File: config.mk
export PLATFORM = sky130hd
export DESIGN_NAME = dq_ctrl
export DESIGN_NICKNAME = d
export VERILOG_FILES = /design/src/design/dq_pkg.sv /design/src/design/dq_ctrl.sv
export SDC_FILE = /design/constraint.sdc
export NUM_CORES = 1
export LEC_CHECK = 0
export BUFFER_PORTS_ARGS = -buffer_cell sky130_fd_sc_hd__buf_2
export CAP_MARGIN = 0
export CORE_AREA = 2 2 39 41
export CTS_CLUSTER_DIAMETER = 80
export DETAILED_ROUTE_END_ITERATION = 8
export DIE_AREA = 0 0 41 43
export PLACE_DENSITY = 0.31
export SLEW_MARGIN = 20
export SYNTH_ARGS = -nofsm -noshare
export SYNTH_HDL_FRONTEND = slang
export SYNTH_SLANG_ARGS = --single-unit
File: constraint.sdc
create_clock -name clk -period 2.5 [get_ports clk]
set_input_delay 0.125 -clock clk [delete_from_list [all_inputs] [get_ports clk]]
set_output_delay 0.125 -clock clk [all_outputs]
set_load 0.02 [all_outputs]
File: src/design/dq_pkg.sv
// Package: item types, command codes and controller types for the circular deque.
`timescale 1ns / 1ps
package dq_pkg;

  localparam int DEPTH   = 1024;
  localparam int VALUE_W = 32;
  localparam int COUNT_W = $clog2(DEPTH + 1);
  localparam int CMD_W   = 3;

  localparam logic [CMD_W-1:0] CMD_PUSH_FRONT = 3'd0;
  localparam logic [CMD_W-1:0] CMD_PUSH_BACK  = 3'd1;
  localparam logic [CMD_W-1:0] CMD_POP_FRONT  = 3'd2;
  localparam logic [CMD_W-1:0] CMD_POP_BACK   = 3'd3;
  localparam logic [CMD_W-1:0] CMD_QUERY      = 3'd4;

  localparam logic signed [VALUE_W-1:0] NONE_VALUE = -32'sd1;

  typedef struct packed {
    logic [CMD_W-1:0]          cmd;
    logic signed [VALUE_W-1:0] push_value;
  } dq_op_t;

  typedef struct packed {
    logic signed [VALUE_W-1:0] popped_value;
    logic                      pop_missed;
    logic                      push_refused;
    logic [COUNT_W-1:0]        element_count;
    logic                      is_empty;
    logic signed [VALUE_W-1:0] front_value;
    logic signed [VALUE_W-1:0] back_value;
  } dq_res_t;

  typedef enum logic [1:0] {
    ST_IDLE,
    ST_EXEC,
    ST_FETCH,
    ST_SEND
  } dq_state_t;

  typedef struct packed {
    logic load_op;
    logic exec;
    logic load_fetch;
  } dq_ctl_t;

  typedef struct packed {
    logic need_fetch;
  } dq_status_t;

endpackage

File: src/design/dq_ctrl.sv
// Controller: sequences accept, execute, memory fetch and result hand-off.
`timescale 1ns / 1ps
module dq_ctrl import dq_pkg::*; (
  input  logic       clk,
  input  logic       rst,
  input  logic       op_valid,
  output logic       op_stall,
  output logic       res_valid,
  input  logic       res_stall,
  input  dq_status_t status,
  output dq_ctl_t    ctl
);

  dq_state_t state;
  dq_state_t state_next;

  always_ff @(posedge clk) begin
    if (rst) begin
      state <= ST_IDLE;
    end else begin
      state <= state_next;
    end
  end

  always_comb begin
    state_next     = state;
    ctl            = '0;
    op_stall       = 1'b1;
    res_valid      = 1'b0;
    unique case (state)
      ST_IDLE: begin
        op_stall = 1'b0;
        if (op_valid) begin
          ctl.load_op = 1'b1;
          state_next  = ST_EXEC;
        end
      end
      ST_EXEC: begin
        ctl.exec   = 1'b1;
        state_next = status.need_fetch ? ST_FETCH : ST_SEND;
      end
      ST_FETCH: begin
        ctl.load_fetch = 1'b1;
        state_next     = ST_SEND;
      end
      ST_SEND: begin
        res_valid = 1'b1;
        if (!res_stall) begin
          state_next = ST_IDLE;
        end
      end
      default: state_next = ST_IDLE;
    endcase
  end

endmodule

### Word-level counts from Yosys, hierarchy flattened

Index checks and enable logic that the tools add are counted.

* bits in registers: 2
* input port bits: 5
* output and inout port bits: 5
* word-level logic and storage cells: 18

* equal/unequal tests: 5
* multiplexer cells: 10
* reductions and logical operators: 2

Operators with widths (count)
* 2-bit case mux with 4 select lines: 1
* 1-bit two-way mux: 7
* 2-bit == test, second input constant: 2
* 2-bit two-way mux: 2
* 2-bit != test, second input constant: 2
* 2-bit by 1-bit == test with 1-bit output, second input constant: 1
* 2-bit logical NOT: 1
* 2-bit AND reduction: 1

### Depth between registers and ports, before layout

* depth after elaboration: 3
* gate-level depth with buffers: 5

### Worst setup path before layout

No wires, ideal clock.

* kind: reg-to-reg
* start point: register state[0]
* end point: register state[0]
* setup time: 0.132 ns
* arrival time: 1.197 ns
* data required time: 2.368 ns
* slack: 1.171 ns
* cell stages (with the launch flop): 6
* path buffers: 0
* path through: dfxtp_1 > inv_1 > ha_1 > nor2b_4 > a2111oi_0 > nor3b_1

* cells in the longest elaborated chain, start to end: 3
* elaborated cells between the ends (all ways): 8

Ends and longest elaborated chain
* start: declaration: line dq_ctrl.sv:14 `dq_state_t state;`
* start signal: assignment: line dq_ctrl.sv:21 `state <= state_next;`
* 2-bit == test / 2-bit logical NOT (equally long branches): line dq_ctrl.sv:30 `unique case (state)`
* 2-bit != test (no line)
* 2-bit AND reduction (no line)

Parallel ways exist; a longest one is shown, timed or not.
A chain may end at the register's enable or synchronous reset.

### Worst setup path after layout

Ends and elaborated chain as after synthesis.

==> metrics.cfg <==
[synth]
synthTopCellsByCount=ha_1 (5), inv_1 (4), dfxtp_1 (2)
synthArstFlopShare_pct=0
avgSynthCellArea_um2=8.99
synth_cells=22
synth_most_common_cell=ha_1
yosys_warnings=0
syn_nets=32
synthesis.area_um2=198
ys_top_cells_by_area=ha_1 (32%), dfxtp_1 (20%), inv_1 (7.6%), nor2b_4 (7.0%), a2111oi_0 (4.4%)
ys.flop_type=dfxtp_1
yosysTopAreaCellShare_pct=31.6
synth_edf_count=0
yosysTopAreaCell=ha_1
seq_area_frac_synth_pct=20.3
yosysUniqueCellTypes=14
synth.ff_latch_count=2

[critical_path]
cp-start-kind=flip-flop
cp_max_fo=4
reg2reg_from=state[0]$_SDFFE_PP0P_
cp_num_buf_inv=1
r2r_slack_ps=1010
arrival_ps=1580
slowest_delay_ps=420
worstReg2RegEnd=state[0]$_SDFFE_PP0P_
rr_worst_depth=5
end_kind=flip-flop
critPathTopFamily=compound AO/OA/AOI/OAI gates
crit_chain=inv_1 -> ha_1 -> nor2b_4 -> a2111oi_0 -> nor3b_1
crit_path_top_delay_cell=a2111oi_0
critPathKind=flip-flop to flip-flop
cp.required_ps=2590

[clocking]
cts.sinks=2
cts_tree=done
cts_resized=0
clk_pin_slew_ps=30
cts_buffers=3
worstSkewPairLatency_ps=220
post-cts-setup-buffers=0
holdBufCountCts=0
cts_htree_levels=1
clockRootBuffer=clkbuf_4
clockBufferDepth=2

[grt]
grt_usage_pct=5.31
grt_pass1_wl_um=579
grt_max_degree=6
grt_overflow=0
first_global_vias=157
antenna_found_initial=0

[detailed_routing]
wl_per_cell_um=7.64
drc=0
vias=175
wl_um=382
first_pass_iters=2
vias_per_cell=3.50
drtIter0Drc=3
ant_nets=0

[floorplan]
die_h_um=43
row_count=14
core_area_um2=1380
io_pins=10
dieArea_um2=1760
fp.dieW_um=41
start_util_pct=14.3

[status]
status=complete, no violations

[pwr]
p_leak_uw=0.000154
vdd_drop_max_mv=0.280
power_uw=351
p_per_area_nw_per_um2=1230

[placed_design]
port_buffers=9
place_congestion=0.635

[finish]
nets=46
syn_to_final_growth_pct=44.3
drive_above_1_share_pct=41.2
diodes=0
fin_util_pct=20.6
largest_reg_flops=2
reg.largest.list=state (2)
regMostFlops=state

[timing]
worstMarginPinSlew_ps=412
rsz0062_at_grt=false
timing.slew.headroom_pct=71.8
fin_crit_sh_pct=59.5
hold_viol_final=0
fmax_ghz=0.672
setup_viol=0
skew_ps=3.21
finalCriticalPeriod_ps=1490
fin_tns_setup_ps=0
finalMaxSlewViolations=0

[worst_hold_path]
hold_depth=2
min_to=state[1]$_SDFFE_PP0P_
worstHoldStart=rst
min_path_type=input pin to flip-flop

[run]
maxCapViolations=0

## layout by cell type, fill, tap and decap left out, types with 2 or more instances in the layout
master    Yosys  layout
buf_2         0       9
ha_1          5       5
inv_1         4       4
clkbuf_4      0       3
dfxtp_1       2       2
## worst max-delay path by stage
stage,from,to,cells after the start
5_1_grt,state[0]$_SDFFE_PP0P_,state[0]$_SDFFE_PP0P_,5
3_3_place_gp,state[0]$_SDFFE_PP0P_,state[0]$_SDFFE_PP0P_,5
2_1_floorplan,state[0]$_SDFFE_PP0P_,state[0]$_SDFFE_PP0P_,5
3_5_place_dp,state[0]$_SDFFE_PP0P_,state[0]$_SDFFE_PP0P_,5
4_1_cts,state[0]$_SDFFE_PP0P_,state[0]$_SDFFE_PP0P_,5
6_report,state[0]$_SDFFE_PP0P_,state[0]$_SDFFE_PP0P_,5
## where the power goes
part	leakage (uW)	total [uW]	switching (uW)	internal, uW
combinational	0.000123	214	119	95.2
sequential	0.0000166	65.2	17.3	47.9
clock	0.0000138	70.9	18.0	52.9
## layer usage
metal / wire length (um) / global-route usage, % / vias to the layer above
met5: 0 / 0 / -
met4: 0 / 6.00 / 0
met3: 22 / 3.14 / 0
met2: 190 / 5.94 / 4
met1: 169 / 6.05 / 75
li1: - / - / 96
## final cells by class
cell class	instances	area, um^2
Clock buffer	3	22.5
Fill cell	158	1100
Inverter	4	15.0
Multi-Input combinational cell	16	143
Sequential cell	2	40.0
Tap cell	16	20.0
Timing Repair Buffer	9	45.0
## through the flow
step	instance area (um^2)	hold slack, ps	worst slack (ps)	std cells
finish	285	85.0	1010	50
global route	285	83.2	917	50
CTS	285	72.1	970	50
detailed placement	263	312	975	47
global placement	263	302	936	47
floorplan	198	194	1170	22
## cell families (layout without fill, tap and decap cells)
| group | after synthesis | after routing | synth area share, % |
|---|---|---|---|
| compound gates | 4 | 4 | 13.3 |
| fa+ha+maj | 5 | 5 | 31.6 |
| buf+inv | 4 | 16 | 7.59 |
| flops | 2 | 2 | 20.3 |
| simple gates | 7 | 7 | 27.2 |
No activity file was read; power rests on OpenSTA's default activity.
